File: src/rtl/core/jvm_type_descriptor_parser_defines.svh
// ----------------------------------------------------------------------------
// JVM type descriptor parser assertion macros
// Concurrent assertion shorthands, clocked on clk and disabled in rst.
// ----------------------------------------------------------------------------
`ifndef JVM_TYPE_DESCRIPTOR_PARSER_DEFINES_SVH
`define JVM_TYPE_DESCRIPTOR_PARSER_DEFINES_SVH

// same-cycle implication
`define JTDP_ASSERT_IMP(lbl, ante, cons) \
  lbl: assert property (@(posedge clk) disable iff (rst) (ante) |-> (cons)) \
    else $error("jtdp: same-cycle check failed");

// next-cycle implication
`define JTDP_ASSERT_NXT(lbl, ante, cons) \
  lbl: assert property (@(posedge clk) disable iff (rst) (ante) |=> (cons)) \
    else $error("jtdp: next-cycle check failed");

`endif

File: src/rtl/core/jtdp_pkg.sv
// ----------------------------------------------------------------------------
// jtdp_pkg
// Types, codes and helpers shared by the descriptor parser modules.
// ----------------------------------------------------------------------------
package jtdp_pkg;

  localparam int NAME_COUNT_WIDTH = 16;
  localparam int DEPTH_WIDTH      = 8;
  localparam int ARG_WIDTH        = 8;

  localparam int CHAR_WIDTH  = 8;
  localparam int TDATA_WIDTH = 40;
  localparam int TUSER_WIDTH = 3;

  localparam logic [7:0] CH_NUL    = 8'h00;
  localparam logic [7:0] CH_LPAREN = 8'h28;
  localparam logic [7:0] CH_RPAREN = 8'h29;
  localparam logic [7:0] CH_SEMI   = 8'h3B;
  localparam logic [7:0] CH_L      = 8'h4C;
  localparam logic [7:0] CH_LBRACK = 8'h5B;
  localparam logic [7:0] CH_Z      = 8'h5A;
  localparam logic [7:0] CH_B      = 8'h42;
  localparam logic [7:0] CH_C      = 8'h43;
  localparam logic [7:0] CH_D      = 8'h44;
  localparam logic [7:0] CH_F      = 8'h46;
  localparam logic [7:0] CH_I      = 8'h49;
  localparam logic [7:0] CH_J      = 8'h4A;
  localparam logic [7:0] CH_S      = 8'h53;
  localparam logic [7:0] CH_V      = 8'h56;

  localparam logic [1:0] EV_TYPE   = 2'd0;
  localparam logic [1:0] EV_ACCEPT = 2'd1;
  localparam logic [1:0] EV_REJECT = 2'd2;

  localparam logic [1:0] KIND_PRIM  = 2'd0;
  localparam logic [1:0] KIND_CLASS = 2'd1;
  localparam logic [1:0] KIND_ARRAY = 2'd2;

  localparam logic [3:0] BASE_Z     = 4'd0;
  localparam logic [3:0] BASE_B     = 4'd1;
  localparam logic [3:0] BASE_C     = 4'd2;
  localparam logic [3:0] BASE_D     = 4'd3;
  localparam logic [3:0] BASE_F     = 4'd4;
  localparam logic [3:0] BASE_I     = 4'd5;
  localparam logic [3:0] BASE_J     = 4'd6;
  localparam logic [3:0] BASE_S     = 4'd7;
  localparam logic [3:0] BASE_V     = 4'd8;
  localparam logic [3:0] BASE_CLASS = 4'd9;

  typedef struct packed {
    logic [1:0]  event_res;
    logic        is_return;
    logic [7:0]  arg_index;
    logic [1:0]  type_kind;
    logic [3:0]  base_type;
    logic [7:0]  array_depth;
    logic [15:0] name_length;
  } res_t;

  typedef struct packed {
    logic emit;
    res_t res;
  } parse_out_t;

  typedef struct packed {
    logic       valid;
    logic [3:0] code;
  } prim_t;

  function automatic prim_t prim_lookup(logic [7:0] c);
    prim_t p;
    p.valid = 1'b1;
    case (c)
      CH_Z:    p.code = BASE_Z;
      CH_B:    p.code = BASE_B;
      CH_C:    p.code = BASE_C;
      CH_D:    p.code = BASE_D;
      CH_F:    p.code = BASE_F;
      CH_I:    p.code = BASE_I;
      CH_J:    p.code = BASE_J;
      CH_S:    p.code = BASE_S;
      CH_V:    p.code = BASE_V;
      default: begin
        p.valid = 1'b0;
        p.code  = BASE_Z;
      end
    endcase
    return p;
  endfunction

  function automatic logic [7:0] clamp8(logic [31:0] v);
    return (v > 32'd255) ? 8'hFF : v[7:0];
  endfunction

  function automatic logic [15:0] clamp16(logic [31:0] v);
    return (v > 32'd65535) ? 16'hFFFF : v[15:0];
  endfunction

endpackage

File: src/rtl/core/jvm_type_descriptor_parser.sv
// ----------------------------------------------------------------------------
// jvm_type_descriptor_parser
// Streaming JVM method / field type descriptor parser, one byte per beat.
// ----------------------------------------------------------------------------
//  channel   | dir | beat contents
//  ----------+-----+--------------------------------------------------------
//  s_axis    | in  | tdata[7:0] char_code
//  m_axis    | out | tuser: event_res, is_return; tdata: per-type fields
//  cfg       | in  | cfg_wen / cfg_wdata = parse_mode
//
//  One byte per cycle unless the sink stalls; a byte's result is loaded into
//  the result register after the input register and parse state machine.
//  Bytes that make no result never wait on the sink.
//  Reset clears the parse state, parse_mode and both valid flags; no clear pass.
//  A stalled sink holds the result; one more byte waits in the input register.
// ----------------------------------------------------------------------------
`include "jvm_type_descriptor_parser_defines.svh"

module jvm_type_descriptor_parser (
  input  logic                               clk,
  input  logic                               rst,
  input  logic                               s_tvalid,
  output logic                               s_tready,
  input  logic [jtdp_pkg::CHAR_WIDTH-1:0]    s_tdata,  // [7:0] char_code
  output logic                               m_tvalid,
  input  logic                               m_tready,
  // [7:0] arg_index, [9:8] type_kind, [13:10] base_type, [21:14] array_depth,
  // [37:22] name_length, [39:38] zero
  output logic [jtdp_pkg::TDATA_WIDTH-1:0]   m_tdata,
  output logic [jtdp_pkg::TUSER_WIDTH-1:0]   m_tuser,  // [1:0] event_res, [2] is_return
  input  logic                               cfg_wen,
  input  logic                               cfg_wdata
);

  logic                                  parse_mode;
  logic                                  in_valid;
  logic [jtdp_pkg::CHAR_WIDTH-1:0]       in_char;
  logic                                  step;
  logic                                  out_free;
  jtdp_pkg::parse_out_t                  pout;
  jtdp_pkg::res_t                        res_q;

  always_ff @(posedge clk) begin
    if (rst) begin
      parse_mode <= 1'b0;
    end else if (cfg_wen) begin
      parse_mode <= cfg_wdata;
    end
  end

  assign step = in_valid && (!pout.emit || out_free);

  jtdp_in_reg u_in (
    .clk      (clk),
    .rst      (rst),
    .s_tvalid (s_tvalid),
    .s_tready (s_tready),
    .s_tdata  (s_tdata),
    .take     (step),
    .in_valid (in_valid),
    .in_char  (in_char)
  );

  jtdp_parse u_parse (
    .clk        (clk),
    .rst        (rst),
    .step       (step),
    .char_code  (in_char),
    .parse_mode (parse_mode),
    .pout       (pout)
  );

  jtdp_out_reg u_out (
    .clk      (clk),
    .rst      (rst),
    .load     (step && pout.emit),
    .res_in   (pout.res),
    .out_free (out_free),
    .m_tvalid (m_tvalid),
    .m_tready (m_tready),
    .res_out  (res_q)
  );

  assign m_tuser = {res_q.is_return, res_q.event_res};
  assign m_tdata = {2'b00, res_q.name_length, res_q.array_depth, res_q.base_type,
                    res_q.type_kind, res_q.arg_index};

  `JTDP_ASSERT_IMP(a_drain_when_free, in_valid && !m_tvalid, step)
  `JTDP_ASSERT_IMP(a_event_fields_zero,
    m_tvalid && (res_q.event_res != jtdp_pkg::EV_TYPE), m_tdata == '0 && !res_q.is_return)
  `JTDP_ASSERT_IMP(a_return_index_zero,
    m_tvalid && res_q.is_return, res_q.arg_index == 8'd0)
  `JTDP_ASSERT_NXT(a_load_shows, step && pout.emit, m_tvalid)

endmodule

File: src/rtl/core/jtdp_in_reg.sv
// ----------------------------------------------------------------------------
// jtdp_in_reg
// Input register: holds one descriptor byte until the parser takes it.
// ----------------------------------------------------------------------------
module jtdp_in_reg (
  input  logic                             clk,
  input  logic                             rst,
  input  logic                             s_tvalid,
  output logic                             s_tready,
  input  logic [jtdp_pkg::CHAR_WIDTH-1:0]  s_tdata,
  input  logic                             take,
  output logic                             in_valid,
  output logic [jtdp_pkg::CHAR_WIDTH-1:0]  in_char
);

  assign s_tready = !in_valid || take;

  always_ff @(posedge clk) begin
    if (rst) begin
      in_valid <= 1'b0;
    end else if (s_tvalid && s_tready) begin
      in_valid <= 1'b1;
    end else if (take) begin
      in_valid <= 1'b0;
    end
  end

  always_ff @(posedge clk) begin
    if (s_tvalid && s_tready) begin
      in_char <= s_tdata;
    end
  end

endmodule

File: src/rtl/core/jtdp_parse.sv
// ----------------------------------------------------------------------------
// jtdp_parse
// Descriptor grammar state machine with its counters; one byte per step.
// ----------------------------------------------------------------------------
module jtdp_parse (
  input  logic                 clk,
  input  logic                 rst,
  input  logic                 step,
  input  logic [7:0]           char_code,
  input  logic                 parse_mode,
  output jtdp_pkg::parse_out_t pout
);

  typedef enum logic [2:0] {
    PH_START = 3'd0,
    PH_ARGS  = 3'd1,
    PH_RET   = 3'd2,
    PH_DONE  = 3'd3,
    PH_ARRAY = 3'd4,
    PH_NAME  = 3'd5,
    PH_SKIP  = 3'd6
  } phase_t;

  typedef enum logic [1:0] {
    CTX_ARG   = 2'd0,
    CTX_RET   = 2'd1,
    CTX_FIELD = 2'd2
  } ctx_t;

  phase_t                              phase, phase_next;
  ctx_t                                ctx, ctx_next;
  logic [jtdp_pkg::DEPTH_WIDTH-1:0]      depth_count, depth_count_next;
  logic [jtdp_pkg::NAME_COUNT_WIDTH-1:0] name_count, name_count_next;
  logic [jtdp_pkg::ARG_WIDTH-1:0]        arg_count, arg_count_next;

  always_comb begin
    logic                                   do_type;
    logic                                   do_complete;
    logic                                   do_fail;
    ctx_t                                   tctx;
    logic [jtdp_pkg::DEPTH_WIDTH-1:0]      tdepth;
    logic [1:0]                             ckind;
    logic [3:0]                             cbase;
    jtdp_pkg::prim_t                        prim;

    do_type          = 1'b0;
    do_complete      = 1'b0;
    do_fail          = 1'b0;
    tctx             = ctx;
    tdepth           = depth_count;
    ckind            = jtdp_pkg::KIND_PRIM;
    cbase            = jtdp_pkg::BASE_Z;
    prim             = jtdp_pkg::prim_lookup(char_code);
    phase_next       = phase;
    ctx_next         = ctx;
    depth_count_next = depth_count;
    name_count_next  = name_count;
    arg_count_next   = arg_count;
    pout             = '0;

    unique case (phase)
      PH_START: begin
        if (parse_mode) begin
          tctx    = CTX_FIELD;
          tdepth  = '0;
          do_type = 1'b1;
        end else if (char_code == jtdp_pkg::CH_LPAREN) begin
          ctx_next       = CTX_ARG;
          arg_count_next = '0;
          phase_next     = PH_ARGS;
        end else begin
          do_fail = 1'b1;
        end
      end
      PH_ARGS: begin
        if (char_code == jtdp_pkg::CH_RPAREN) begin
          ctx_next   = CTX_RET;
          phase_next = PH_RET;
        end else begin
          tdepth  = '0;
          do_type = 1'b1;
        end
      end
      PH_RET: begin
        tdepth  = '0;
        do_type = 1'b1;
      end
      PH_ARRAY: begin
        do_type = 1'b1;
      end
      PH_NAME: begin
        if (char_code == jtdp_pkg::CH_SEMI) begin
          do_complete = 1'b1;
          ckind       = (depth_count != '0) ? jtdp_pkg::KIND_ARRAY : jtdp_pkg::KIND_CLASS;
          cbase       = jtdp_pkg::BASE_CLASS;
        end else if (char_code == jtdp_pkg::CH_NUL) begin
          do_fail = 1'b1;
        end else if (name_count != '1) begin
          name_count_next = name_count + jtdp_pkg::NAME_COUNT_WIDTH'(1);
        end
      end
      PH_DONE: begin
        if (char_code == jtdp_pkg::CH_NUL) begin
          phase_next           = PH_START;
          ctx_next             = CTX_ARG;
          depth_count_next     = '0;
          name_count_next      = '0;
          arg_count_next       = '0;
          pout.emit            = 1'b1;
          pout.res.event_res   = jtdp_pkg::EV_ACCEPT;
        end else begin
          do_fail = 1'b1;
        end
      end
      PH_SKIP: begin
        if (char_code == jtdp_pkg::CH_NUL) begin
          phase_next       = PH_START;
          ctx_next         = CTX_ARG;
          depth_count_next = '0;
          name_count_next  = '0;
          arg_count_next   = '0;
        end
      end
      default: begin
        phase_next       = PH_START;
        ctx_next         = CTX_ARG;
        depth_count_next = '0;
        name_count_next  = '0;
        arg_count_next   = '0;
      end
    endcase

    // first byte of a type, or a byte after brackets
    if (do_type) begin
      ctx_next         = tctx;
      depth_count_next = tdepth;
      if (prim.valid) begin
        do_complete = 1'b1;
        ckind       = (tdepth != '0) ? jtdp_pkg::KIND_ARRAY : jtdp_pkg::KIND_PRIM;
        cbase       = prim.code;
      end else if (char_code == jtdp_pkg::CH_L) begin
        name_count_next = '0;
        phase_next      = PH_NAME;
      end else if (char_code == jtdp_pkg::CH_LBRACK) begin
        depth_count_next = (tdepth != '1) ? tdepth + jtdp_pkg::DEPTH_WIDTH'(1) : tdepth;
        phase_next       = PH_ARRAY;
      end else begin
        do_fail = 1'b1;
      end
    end

    if (do_complete) begin
      pout.emit             = 1'b1;
      pout.res.event_res    = jtdp_pkg::EV_TYPE;
      pout.res.is_return    = (tctx == CTX_RET);
      pout.res.arg_index    = (tctx == CTX_ARG) ? jtdp_pkg::clamp8(32'(arg_count)) : 8'd0;
      pout.res.type_kind    = ckind;
      pout.res.base_type    = cbase;
      pout.res.array_depth  = jtdp_pkg::clamp8(32'(tdepth));
      pout.res.name_length  = (cbase == jtdp_pkg::BASE_CLASS)
                              ? jtdp_pkg::clamp16(32'(name_count)) : 16'd0;
      ctx_next         = tctx;
      depth_count_next = '0;
      name_count_next  = '0;
      if (tctx == CTX_ARG) begin
        arg_count_next = (arg_count != '1) ? arg_count + jtdp_pkg::ARG_WIDTH'(1) : arg_count;
        phase_next     = PH_ARGS;
      end else begin
        phase_next = PH_DONE;
      end
    end

    if (do_fail) begin
      pout               = '0;
      pout.emit          = 1'b1;
      pout.res.event_res = jtdp_pkg::EV_REJECT;
      phase_next         = (char_code != jtdp_pkg::CH_NUL) ? PH_SKIP : PH_START;
      ctx_next           = CTX_ARG;
      depth_count_next   = '0;
      name_count_next    = '0;
      arg_count_next     = '0;
    end
  end

  always_ff @(posedge clk) begin
    if (rst) begin
      phase       <= PH_START;
      ctx         <= CTX_ARG;
      depth_count <= '0;
      name_count  <= '0;
      arg_count   <= '0;
    end else if (step) begin
      phase       <= phase_next;
      ctx         <= ctx_next;
      depth_count <= depth_count_next;
      name_count  <= name_count_next;
      arg_count   <= arg_count_next;
    end
  end

endmodule

File: src/rtl/core/jtdp_out_reg.sv
// ----------------------------------------------------------------------------
// jtdp_out_reg
// Result register: holds one result beat until the sink takes it.
// ----------------------------------------------------------------------------
module jtdp_out_reg (
  input  logic           clk,
  input  logic           rst,
  input  logic           load,
  input  jtdp_pkg::res_t res_in,
  output logic           out_free,
  output logic           m_tvalid,
  input  logic           m_tready,
  output jtdp_pkg::res_t res_out
);

  assign out_free = !m_tvalid || m_tready;

  always_ff @(posedge clk) begin
    if (rst) begin
      m_tvalid <= 1'b0;
    end else if (load) begin
      m_tvalid <= 1'b1;
    end else if (m_tready) begin
      m_tvalid <= 1'b0;
    end
  end

  always_ff @(posedge clk) begin
    if (load) begin
      res_out <= res_in;
    end
  end

endmodule

File: config.mk
export PLATFORM = sky130hd
export DESIGN_NAME = jvm_type_descriptor_parser
export DESIGN_NICKNAME = d
export VERILOG_FILES = /design/src/rtl/core/jtdp_pkg.sv /design/src/rtl/core/jvm_type_descriptor_parser.sv /design/src/rtl/core/jtdp_in_reg.sv /design/src/rtl/core/jtdp_parse.sv /design/src/rtl/core/jtdp_out_reg.sv
export VERILOG_INCLUDE_DIRS = /design/src /design/src/rtl/core
export SDC_FILE = /design/constraint.sdc
export NUM_CORES = 1
export LEC_CHECK = 0
export BUFFER_PORTS_ARGS = -buffer_cell sky130_fd_sc_hd__buf_2
export CAP_MARGIN = 20
export CORE_MARGIN = 2
export CORE_UTILIZATION = 50
export CTS_CLUSTER_SIZE = 8
export DETAILED_ROUTE_END_ITERATION = 6
export PLACE_DENSITY = 0.69
export SLEW_MARGIN = 0
export SYNTH_ARGS = -nofsm -noshare
export SYNTH_HDL_FRONTEND = slang
export SYNTH_SLANG_ARGS = --single-unit
export TNS_END_PERCENT = 100
File: constraint.sdc
create_clock -name clk -period 9.1 [get_ports clk]
set_input_delay 2.275 -clock clk [delete_from_list [all_inputs] [get_ports clk]]
set_output_delay 2.275 -clock clk [all_outputs]
set_load 0.01 [all_outputs]
Word-level counts from Yosys, hierarchy flattened. Index checks and enable logic that the tools add are counted. Widths: inputs -> output; s select.

Bits in registers: 89. Output and inout bits: 45. Logic and storage cells: 179.

Add/sub/neg operators: 3. Equal/unequal tests: 32. Multiplexer cells: 92. Bitwise gates (word level): 4. Reductions and logical operators: 31.

Operator list (number): $mux 16 (10); $mux 8 (18); $eq 8x7->1 const B (11); $mux 42 (2); $pmux 16 s3 (1); $pmux 8 s3 (2); $mux 3 (13); $mux 2 (16); $pmux 4 s8 (1); $eq 8x6->1 const B (3); $reduce_bool 8->1 (3); $mux 1 (20); $add 16x1->16 const B (1); $add 8x1->8 const B (2); $mux 4 (4); $ne 16x16->1 const B (1); $ne 8x8->1 const B (2); $pmux 8 s2 (1); $ne 5x1->1 const B (3); $pmux 3 s4 (1); $reduce_or 3->1 (4); $eq 3x3->1 const B (3); $reduce_or 9->1 (1); $logic_not 8->1 (1); other kinds (22) (38).

Depth between registers and ports, before layout. Gate-level depths: netlist of run 1.

Depth after elaboration: 15. Gate-level depth with buffers: 14.

Modules after synthesis. Synthesis of run 1 repeated with hierarchy kept, for this count alone.

Cells, all modules: 529. Area, all modules: 5008.6 um^2.

By module, submodules not included: jtdp_parse (times used 1, cells each 462, area an instance 3365.7 um^2); jtdp_out_reg (times used 1, cells each 45, area an instance 1277.5 um^2); jtdp_in_reg (times used 1, cells each 13, area an instance 295.3 um^2); jvm_type_descriptor_parser (times used 1, cells each 9, area an instance 70.1 um^2).

Worst setup path before layout of run 1. OpenSTA, ideal clock, no wires.

Path type: input to output. From: input port m_tready. To: output port s_tready. Arrival time: 2.754 ns. Slack: 4.071 ns. Cell stages on the path: 2. Buffers on the path: 0. Path through: nand2b_1 or2_2.

Longest elaborated chain between the ends: 4.

Ends and longest elaborated chain: start, declared (line jvm_type_descriptor_parser.sv:26) `input logic m_tready,`; $logic_or 1x1->1 (line jtdp_out_reg.sv:16) `assign out_free = !m_tvalid || m_tready;`; $logic_or 1x1->1 (line jvm_type_descriptor_parser.sv:51) `assign step = in_valid && (!pout.emit || out_free);`; $logic_and 1x1->1 (line jvm_type_descriptor_parser.sv:51); $logic_or 1x1->1 (line jtdp_in_reg.sv:16) `assign s_tready = !in_valid || take;`; end, declared (line jvm_type_descriptor_parser.sv:23) `output logic s_tready,`.

Every way passes these cells.

Final worst setup path of run 1.
From: register u_in.in_char[1] in the netlist's numbering. To: output port s_tready.

Longest elaborated chain between the ends: 13.

Ends and longest elaborated chain: start, declared (line jtdp_in_reg.sv:13) `output logic [jtdp_pkg::CHAR_WIDTH-1:0] in_char`; start signal, assigned (line jtdp_in_reg.sv:30) `in_char <= s_tdata;`; $eq 8x6->1 / $logic_not 8->1 (equally long branches) (line jtdp_parse.sv:67, jtdp_parse.sv:96, jtdp_parse.sv:103); $mux 1 (on tied branches) (line jtdp_parse.sv:67, jtdp_parse.sv:96); $mux 1 (on tied branches) (line jtdp_parse.sv:63, jtdp_parse.sv:92); $pmux 1 s3 (line jtdp_parse.sv:61) `unique case (phase)`; $mux 1 (line jtdp_parse.sv:144) `end else if (char_code == jtdp_pkg::CH_LBRACK) begin`; $mux 1 (line jtdp_parse.sv:141) `end else if (char_code == jtdp_pkg::CH_L) begin`; $mux 1 (line jtdp_parse.sv:137) `if (prim.valid) begin`; $mux 1 (line jtdp_parse.sv:134) `if (do_type) begin`; $mux 42 (*) (line jtdp_parse.sv:173) `if (do_fail) begin`; $logic_not 1->1 (*) (line jvm_type_descriptor_parser.sv:51); $logic_or 1x1->1 (*) (line jvm_type_descriptor_parser.sv:51); $logic_and 1x1->1 (*) (line jvm_type_descriptor_parser.sv:51); $logic_or 1x1->1 (*) (line jtdp_in_reg.sv:16).

Every way passes the cells marked *; elsewhere a longest branch is shown, timed or not.

==> results.md, run 1 <==
- Total die area: 10700 um^2
- Row count: 36
- Crit Path Max Fanout: 18
- Number of DRC markers in iteration 0: 338
- Clock sink total: 89
- I/O Pins: 59
- Setup crit end kind: output pin
- XOR/XNOR Fraction of Synth Area: 0.353%
- GRT Util Overall: 23.0%
- Compound-gate portion of the synthesized area: 20.0%
- Post-synth EDFFs: 49
- Synthesized flop and latch total: 89
- Most common cell in the netlist: edfxtp_1
- Dpl hpwl: 8500 um
- Status: completed
- Vias/cell: 6.13
- Max cap viols: 0
- Worst hold path type: register to register
- Crit path DAT: 3280 ps
- Critical Path Source Type: register
- Fin nets: 595
- Via Count: 4386
- Period Utilization, post-route: 61.1%
- Syn_area_per_cell: 9.22 um^2
- Post-route setup TNS: 0 ps
- Layout cells sized above 1: 16.8%
- Post-Synth Simple-Gate Area: 27.1%
- Unrepaired setup endpoints after global routing: false
- Synth area leader: edfxtp_1
- Post-layout util: 56.8%
- Post-CTS setup buffer count: 0
- Proportion of synthesized area in mux cells: 1.03%
- Root Driver: clkbuf_8
- First-pass GRT wire length: 20300 um
- Pleak: 0.00202 uW
- Largest family of logic cells by synthesized area: simple AND/OR/NAND/NOR gates
- H-tree levels: 3
- Slew Limit Headroom: 33.3%
- Clk slew on worst S/H paths: 90 ps
- Clock Latency Late Sink: 380 ps
- Core ar.: 9680 um^2
- Final count of pins violating max slew: 0
- Adder-cell share of the synthesized area: 1.01%
- Post-CTS sizing: 0
- Clock period minus worst slack: 5560 ps
- Synth cell count leaders: 49 x edfxtp_1, 42 x nor2_1, 40 x dfxtp_1
- Worst vdd ir: 0.0000891 V
- Max clock buf depth: 2
- Worst EP required: 6830 ps
- Asr flop ratio synth: 0%
- Clock Skew: 5.92 ps
- Number of cells after detailed placement: 699
- Post-Route WL: 12200 um
- # hold bufs at CTS: 0
- Setup CP Type: register to output pin
- Antenna Nets Post-Route: 0
- WL/cell: 17.1 um
- Post-synthesis cell count: 538
- Final Non-Filler Cells: 715
- Area share of the leading cell type in the synthesized netlist: 29.7%
- Sequential cell area fraction in the yosys report: 45.8%
- Ys Warns: 0
- Worst hold slack: 492 ps
- CTS tree: done
- Initial DRT Pass Iterations: 5
- Drt drc: 0
- Grt total ovfl: 0
- Starting Density: 51.2%
- Placer Congestion: 0.933
- Diode count: 0
- Cts bufs inserted: 9
- Final-report hold violation count: 0
- Netlist cell types: 76
- Largest net degree at the start of global routing: 35
- # setup viols final: 0
- DIE WIDTH: 104 um
- Synth top area cells: edfxtp_1 30%, dfxtp_1 16%, a21oi_1 3.4%
- Synth-to-layout area growth: 10.8%
- Syn Std Cell Area: 4960 um^2
- PwrDens: 154 nW/um^2
- Initial antenna violation count: 0
- Fmax: 0.180 GHz
- Worst slew pin tran: 995 ps
- Port Buffers: 56
- Chip height: 104 um
- Vias in the first global route: 4089
- Primary FF master, synth: edfxtp_1
==> cells by family after synthesis <==
group / Yosys count
xor gates and xnor gates: 2
and+or+nand+nor: 243
adders and majority gates: 4
muxes: 5
AOI/OAI and AO/OA: 140
buffers and inverters: 54
other: 1
DFF: 89
==> per-stage QoR <==
stage	setup WS [ps]	area (um^2)	power, uW
floorplan	4070	4960	538
global placement	3740	5290	569
detailed placement	3730	5290	570
CTS	3550	5500	848
global route	3270	5500	877
finish	3540	5500	845
==> layer usage <==
layer  vias up  routed length, um  global-route usage [%]
li1       2101                  -                       -
met1      2068               5490                    30.7
met2       198               5750                    38.2
met3        19                803                    4.41
met4         0                155                    7.14
met5         -                  0                       0
==> final timing paths <==
path / from / endpoint / slack (ps) / cells past startpoint
worst max-delay path: u_in.in_char[1] / s_tready / 3540 / 7
worst min-delay path: u_parse.ctx[1] / u_parse.ctx[1] / 490 / 1
worst min register to register: u_parse.ctx[1] / u_parse.ctx[1] / 490 / 1
worst max register to register: u_in.in_char[1] / u_parse.depth_count[0] / 5430 / 9
==> state kept, by name, summed over array words and instances, names as in the netlist, 2 cells and up <==
register and cells:
u_parse.arg_count 8, u_in.in_char 8, u_parse.name_count 16, u_parse.phase 3
u_parse.depth_count 8, u_parse.ctx 2, u_out.res_out 41
==> area by class of cell <==
cell class,count,area (um^2)
inverters,23,86.3
clock buffers,9,124
well taps,133,166
fillers,897,4190
repair buffers,58,295
multi-input cells,396,2470
clock inverters,7,78.8
flip-flops and latches,89,2270
==> layout by cell type, fill, tap and decap left out, drive strengths merged, types with 4 or more instances in the layout <==
cell	count
buf	58
edfxtp	49
nor2	43
dfxtp	40
nand2	36
a21oi	35
o21ai	29
nor3	28
and3	25
inv	25
and2	18
nand3	17
nand4	13
a31oi	11
or3	11
nand2b	10
nor4	10
clkbuf	9
nor2b	8
a211oi	8
o31ai	7
o211ai	5
nand3b	4
a22o	4
mux2i	4
ha	4
==> critical path, stage by stage, from the launching register on <==
cell	delay, ps
edfxtp_1	620
or3b_1	520
o311a_1	490
o32ai_4	240
nand3_1	220
o21ai_0	430
or2_2	240
buf_2	140
==> where the power goes <==
group	total [uW]	internal, uW	switching (uW)
Combinational	108	35.0	73.2
Clock	283	130	153
Sequential	455	440	14.5
No activity file was read; power rests on OpenSTA's default activity.
==> run 2: changes to the inputs <==
==> constraint.sdc (replaced) <==
create_clock -name clk -period 5.4 [get_ports clk]
set_input_delay 1.35 -clock clk [delete_from_list [all_inputs] [get_ports clk]]
set_output_delay 1.35 -clock clk [all_outputs]
set_load 0.01 [all_outputs]
==> run 2 against run 1 <==
Wire length down 0.81%. Count of clock-buffer cells in the layout rose by 1. Via count decreased by 1.6%. Largest power group unchanged. Clock skew is 4.0 ps higher. Clock power increased by 47%. Non-clock buffer count did not move. Critical endpoint unchanged. Sequential power up 68%. Cell count stayed put. Critical path depth unchanged. Combinational power rose by 69%.
==> results.md, run 2 (synthesis results as in run 1) <==
- Number of DRC markers in iteration 0: 392 (was 338)
- Hold Path End: u_parse.ctx[1] (unchanged)
- Largest register FFs: 41 (unchanged)
- Hold Path Depth: 1 (unchanged)
- RR Startpoint: u_in.in_char[1] (unchanged)
- Total die area: 10700 um^2 (unchanged)
- Via Count: 4314 (was 4386)
- Largest registers: u_out.res_out x41, u_parse.name_count x16 (unchanged)
- GRT Util Overall: 23.0% (about the same)
- Clock period minus worst slack: 4670 ps
- Worst hold slack: 476 ps (was 492 ps)
- Setup crit end kind: output pin (unchanged)
- Biggest register: u_out.res_out (unchanged)
- Clock Latency Late Sink: 370 ps (was 380 ps)
- # setup viols final: 0 (unchanged)
- H-tree levels: 3 (unchanged)
- Initial DRT Pass Iterations: 5 (unchanged)
- Post-route setup TNS: 0 ps (unchanged)
- Min-delay src: u_parse.ctx[1] (unchanged)
- Fmax: 0.214 GHz
- WL/cell: 16.9 um (was 17.1 um)
- Cts bufs inserted: 9 (unchanged)
- Core ar.: 9680 um^2 (unchanged)
- Final count of pins violating max slew: 0 (unchanged)
- Crit path DAT: 3320 ps (was 3280 ps)
- Dpl hpwl: 8610 um (was 8500 um)
- Final-report hold violation count: 0 (unchanged)
- Unrepaired setup endpoints after global routing: false (unchanged)
- Critical R2R Capture: u_parse.depth_count[0] (unchanged)
- Post-Route WL: 12100 um (was 12200 um)
- Setup CP Type: register to output pin (unchanged)
- Row count: 36 (unchanged)
- Placer Congestion: 0.912 (was 0.933)
- Vias/cell: 6.03 (was 6.13)
- Post-CTS sizing: 0 (unchanged)
- Post-layout util: 56.4% (was 56.8%)
- Clock sink total: 89 (unchanged)
- I/O Pins: 59 (unchanged)
- Clock Skew: 9.90 ps (was 5.92 ps)
- Vias in the first global route: 4039 (was 4089)
- Worst slew pin tran: 987 ps (was 995 ps)
- Grt total ovfl: 0 (unchanged)
- Synth-to-layout area growth: 10.2% (was 10.8%)
- Layout cells sized above 1: 16.5% (was 16.8%)
- CTS tree: done (unchanged)
- Antenna Nets Post-Route: 0 (unchanged)
- Max cap viols: 0 (unchanged)
- Initial antenna violation count: 0 (unchanged)
- FF-to-FF path depth: 9 (unchanged)
- Period Utilization, post-route: 86.5%
- Commonest non-fill, non-tap cell in the layout: buf_2 (unchanged)
- Worst hold path type: register to register (unchanged)
- Worst vdd ir: 0.000146 V (was 0.0000891 V)
- Post-CTS setup buffer count: 0 (unchanged)
- Starting Density: 51.2% (unchanged)
- Drt drc: 0 (unchanged)
- Worst EP required: 4050 ps (was 6830 ps)
- # hold bufs at CTS: 0 (unchanged)
- Crit Path Max Fanout: 18 (unchanged)
- Critical Path Source Type: register (unchanged)
- First-pass GRT wire length: 20200 um (was 20300 um)
- PwrDens: 250 nW/um^2 (was 154 nW/um^2)
- Slew Limit Headroom: 33.8% (was 33.3%)
- Chip height: 104 um (unchanged)
- Flop2flop setup slack: 1790 ps (was 5430 ps)
- Largest net degree at the start of global routing: 31 (was 35)
- Pleak: 0.00200 uW (was 0.00202 uW)
- Diode count: 0 (unchanged)
- Root Driver: clkbuf_8 (unchanged)
- DIE WIDTH: 104 um (unchanged)
- Commonest non-fill, non-tap cells in the layout: 56 x buf_2, 49 x edfxtp_1, 42 x nor2_1, 40 x dfxtp_1, 36 x nand2_1 (unchanged)
- Fin nets: 595 (unchanged)
- Clk slew on worst S/H paths: 90 ps (about the same)
- Port Buffers: 56 (unchanged)
- Max clock buf depth: 2 (unchanged)
- Status: completed (unchanged)
==> run 2: cell type report <==
cell class,count,area [um^2]
flip-flops and latches,89,2270
fillers,871,4220
inverters,23,86.3
repair buffers,58,295
clock inverters,6,42.5
well taps,133,166
clock buffers,10,128
multi-input cells,396,2470
==> run 2: worst max path at each step <==
stage                          from          endpoint  slack (ps)  depth (start not counted)
global route        u_in.in_char[1]          s_tready         500                          7
finish              u_in.in_char[1]          s_tready         730                          7
CTS                 u_in.in_char[1]          s_tready         740                          7
floorplan           u_in.in_char[2]  u_out.res_out[0]        1320                          6
detailed placement  u_in.in_char[1]          s_tready        1150                          7
global placement    u_in.in_char[1]          s_tready        1250                          7
==> run 2: worst max-delay path, stage by stage (launching register included) <==
cell      delay (ps)
edfxtp_1         620
or3b_1           500
o311a_1          480
o32ai_4          240
nand3_1          260
o21ai_0          480
or2_2            240
buf_2            130
==> run 2: per-layer routing <==
| metal | part of all wire, % | GRT usage (%) | wire [um] |
|---|---|---|---|
| met4 | 1.2 | 7.24 | 144 |
| met5 | 0 | 0 | 0 |
| met3 | 5.0 | 3.65 | 601 |
| met2 | 48 | 37.2 | 5780 |
| met1 | 46 | 31.8 | 5570 |
==> run 2: power breakdown <==
part / leakage [uW] / internal [uW] / switching [uW]
Combinational: 0.00114 / 58.9 / 123
Sequential: 0.000783 / 742 / 24.3
Clock: 0.0000779 / 168 / 248
==> run 2: stage by stage <==
stage	cell area (um^2)	total power (uW)	setup WS [ps]	cells
after CTS	5460	1370	745	715
after floorplan	4960	906	1320	539
final	5460	1360	730	715
after global routing	5460	1410	496	715
after global placement	5290	960	1250	699
after detailed placement	5290	962	1150	699
==> run 3: changes to the inputs <==
--- a/config.mk
+++ b/config.mk
@@ -12,6 +12,7 @@
 export CORE_UTILIZATION = 50
 export CTS_CLUSTER_SIZE = 8
 export DETAILED_ROUTE_END_ITERATION = 6
+export MAX_ROUTING_LAYER = met4
 export PLACE_DENSITY = 0.69
 export SLEW_MARGIN = 0
 export SYNTH_ARGS = -nofsm -noshare
==> run 3 against run 2 <==
Non-clock buffer count unchanged. Combinational power about the same. Register-to-register slack about the same. Critical path depth is the same. Clock power up 23%. Cell count is the same. Wire length up 0.78%.
==> results.md, run 3 (synthesis results as in run 1) <==
- PwrDens: 265 nW/um^2 (was 250 nW/um^2)
- H-tree levels: 3 (unchanged)
- Drt drc: 0 (unchanged)
- Post-route setup TNS: 0 ps (unchanged)
- Clk slew on worst S/H paths: 90 ps (about the same)
- Largest net degree at the start of global routing: 31 (unchanged)
- Post-CTS setup buffer count: 0 (unchanged)
- Combinational share of power: 12.4% (was 13.3%)
- Period Utilization, post-route: 86.4% (was 86.5%)
- Critical-path top delay cell: edfxtp_1 (unchanged)
- GRT Util Overall: 24.2% (was 23.0%)
- Final-report hold violation count: 0 (unchanged)
- Clock period minus worst slack: 4660 ps (was 4670 ps)
- Hold Path Depth: 1 (unchanged)
- Reg power frac: 52.4% (was 56.2%)
- Antenna Nets Post-Route: 0 (unchanged)
- Layout cells sized above 1: 16.5% (unchanged)
- Fill count: 890 (was 871)
- Cts bufs inserted: 9 (unchanged)
- Dpl hpwl: 8590 um (was 8610 um)
- Fmax: 0.214 GHz (about the same)
- Worst hold path type: register to register (unchanged)
- DIE WIDTH: 104 um (unchanged)
- I/O Pins: 59 (unchanged)
- Port Buffers: 56 (unchanged)
- First-pass GRT wire length: 20400 um (was 20200 um)
- Starting Density: 51.2% (unchanged)
- Max clock buf depth: 2 (unchanged)
- Largest registers: u_out.res_out x41, u_parse.name_count x16 (unchanged)
- Crit path DAT: 3310 ps (was 3320 ps)
- Worst vdd ir: 0.000135 V (was 0.000146 V)
- Via Count: 4337 (was 4314)
- Initial DRT Pass Iterations: 5 (unchanged)
- Unrepaired setup endpoints after global routing: false (unchanged)
- Clock Skew: 11.4 ps (was 9.90 ps)
- Chip height: 104 um (unchanged)
- Clock Latency Late Sink: 380 ps (was 370 ps)
- Vias in the first global route: 3988 (was 4039)
- Slew Limit Headroom: 33.8% (about the same)
- FF-to-FF path depth: 9 (unchanged)
- Hold Path End: u_parse.ctx[1] (unchanged)
- Post-CTS sizing: 0 (unchanged)
- DP Area: 5290 um^2 (unchanged)
- RR Startpoint: u_in.in_char[1] (unchanged)
- Biggest register: u_out.res_out (unchanged)
- Vias/cell: 6.07 (was 6.03)
- Placer Congestion: 0.910 (was 0.912)
- Post-layout util: 56.9% (was 56.4%)
- Fin nets: 595 (unchanged)
- Worst EP required: 4050 ps (about the same)
- CP max stage delay: 620 ps (about the same)
- Root Driver: clkbuf_8 (unchanged)
- Synth-to-layout area growth: 11.1% (was 10.2%)
- Row count: 36 (unchanged)
- Total die area: 10700 um^2 (unchanged)
- Commonest non-fill, non-tap cells in the layout: 56 x buf_2, 49 x edfxtp_1, 42 x nor2_1, 40 x dfxtp_1, 36 x nand2_1 (unchanged)
- Crit Path Max Fanout: 18 (unchanged)
- # setup viols final: 0 (unchanged)
- Post-Route WL: 12200 um (was 12100 um)
- Final count of pins violating max slew: 0 (unchanged)
- Min-delay src: u_parse.ctx[1] (unchanged)
- Cell Chain, Critical Path: or3b_1, o311a_1, o32ai_4, nand3_1, o21ai_0, or2_2, buf_2 (unchanged)
- Status: completed (unchanged)
- Fin area: 5510 um^2 (was 5460 um^2)
- Commonest non-fill, non-tap cell in the layout: buf_2 (unchanged)
- Largest register FFs: 41 (unchanged)
- Sw frac: 27.2% (was 29.0%)
- Setup CP Type: register to output pin (unchanged)
- CP Launch Point: u_in.in_char[1] (unchanged)
- # hold bufs at CTS: 0 (unchanged)
- Psw: 397 uW (was 395 uW)
- Pleak: 0.00204 uW (was 0.00200 uW)
- Number of DRC markers in iteration 0: 286 (was 392)
- Core ar.: 9680 um^2 (unchanged)
- CTS tree: done (unchanged)
- Initial antenna violation count: 0 (unchanged)
- Clock share of power: 35.1% (was 30.5%)
- Critical R2R Capture: u_parse.depth_count[0] (unchanged)
- Max cap viols: 0 (unchanged)
- Flop2flop setup slack: 1780 ps (was 1790 ps)
- WL/cell: 17.1 um (was 16.9 um)
- Worst slew pin tran: 987 ps (about the same)
- Diode count: 0 (unchanged)
- Critical Path Source Type: register (unchanged)
- Setup crit end kind: output pin (unchanged)
- Clock sink total: 89 (unchanged)
- Grt total ovfl: 0 (unchanged)
- P_int: 1060 uW (was 969 uW)
[run 3: final cells by class]
cell class	count	area (um^2)	share of cell area, %
clock buffers	10	128	2.32
repair buffers	58	295	5.36
multi-input cells	396	2470	44.9
well taps	133	166	3.02
flip-flops and latches	89	2270	41.2
clock inverters	6	90.1	1.63
inverters	23	86.3	1.57
[run 3: per-layer routing]
layer  part of all wire [%]  track usage, %
met4                    1.8            7.43
met5                      0               -
met2                     47            37.7
met3                    5.9            4.85
met1                     46            32.2
[run 3: stage by stage]
stage | power, uW | std cells | setup slack, ps | hold slack (ps)
floorplan | 906 | 539 | 1320 | 427
global placement | 960 | 699 | 1240 | 447
detailed placement | 962 | 699 | 1190 | 453
CTS | 1470 | 715 | 752 | 475
global route | 1520 | 715 | 532 | 495
finish | 1460 | 715 | 737 | 477
[run 3: how the worst max path moves through the flow]
stage	end	slack (ps)
after detailed placement	s_tready	1190
after global routing	s_tready	530
after global placement	s_tready	1240
after CTS	s_tready	750
final	s_tready	740
after floorplan	u_out.res_out[0]	1320
[run 3: critical path, delay by kind of cell, from the launching register on]
family | cells | cell delay [ps]
buffers and inverters | 1 | 130
DFF | 1 | 620
and+or+nand+nor | 3 | 980
AOI/OAI and AO/OA | 3 | 1180
[run 3: power by group through the flow]
stage	Sequential, uW	Clock, uW	Combinational (uW)
2_1_floorplan	778	0	128
5_1_grt	771	544	201
4_1_cts	766	522	181
6_report	766	513	182
3_3_place_gp	781	0	179
3_5_place_dp	781	0	181
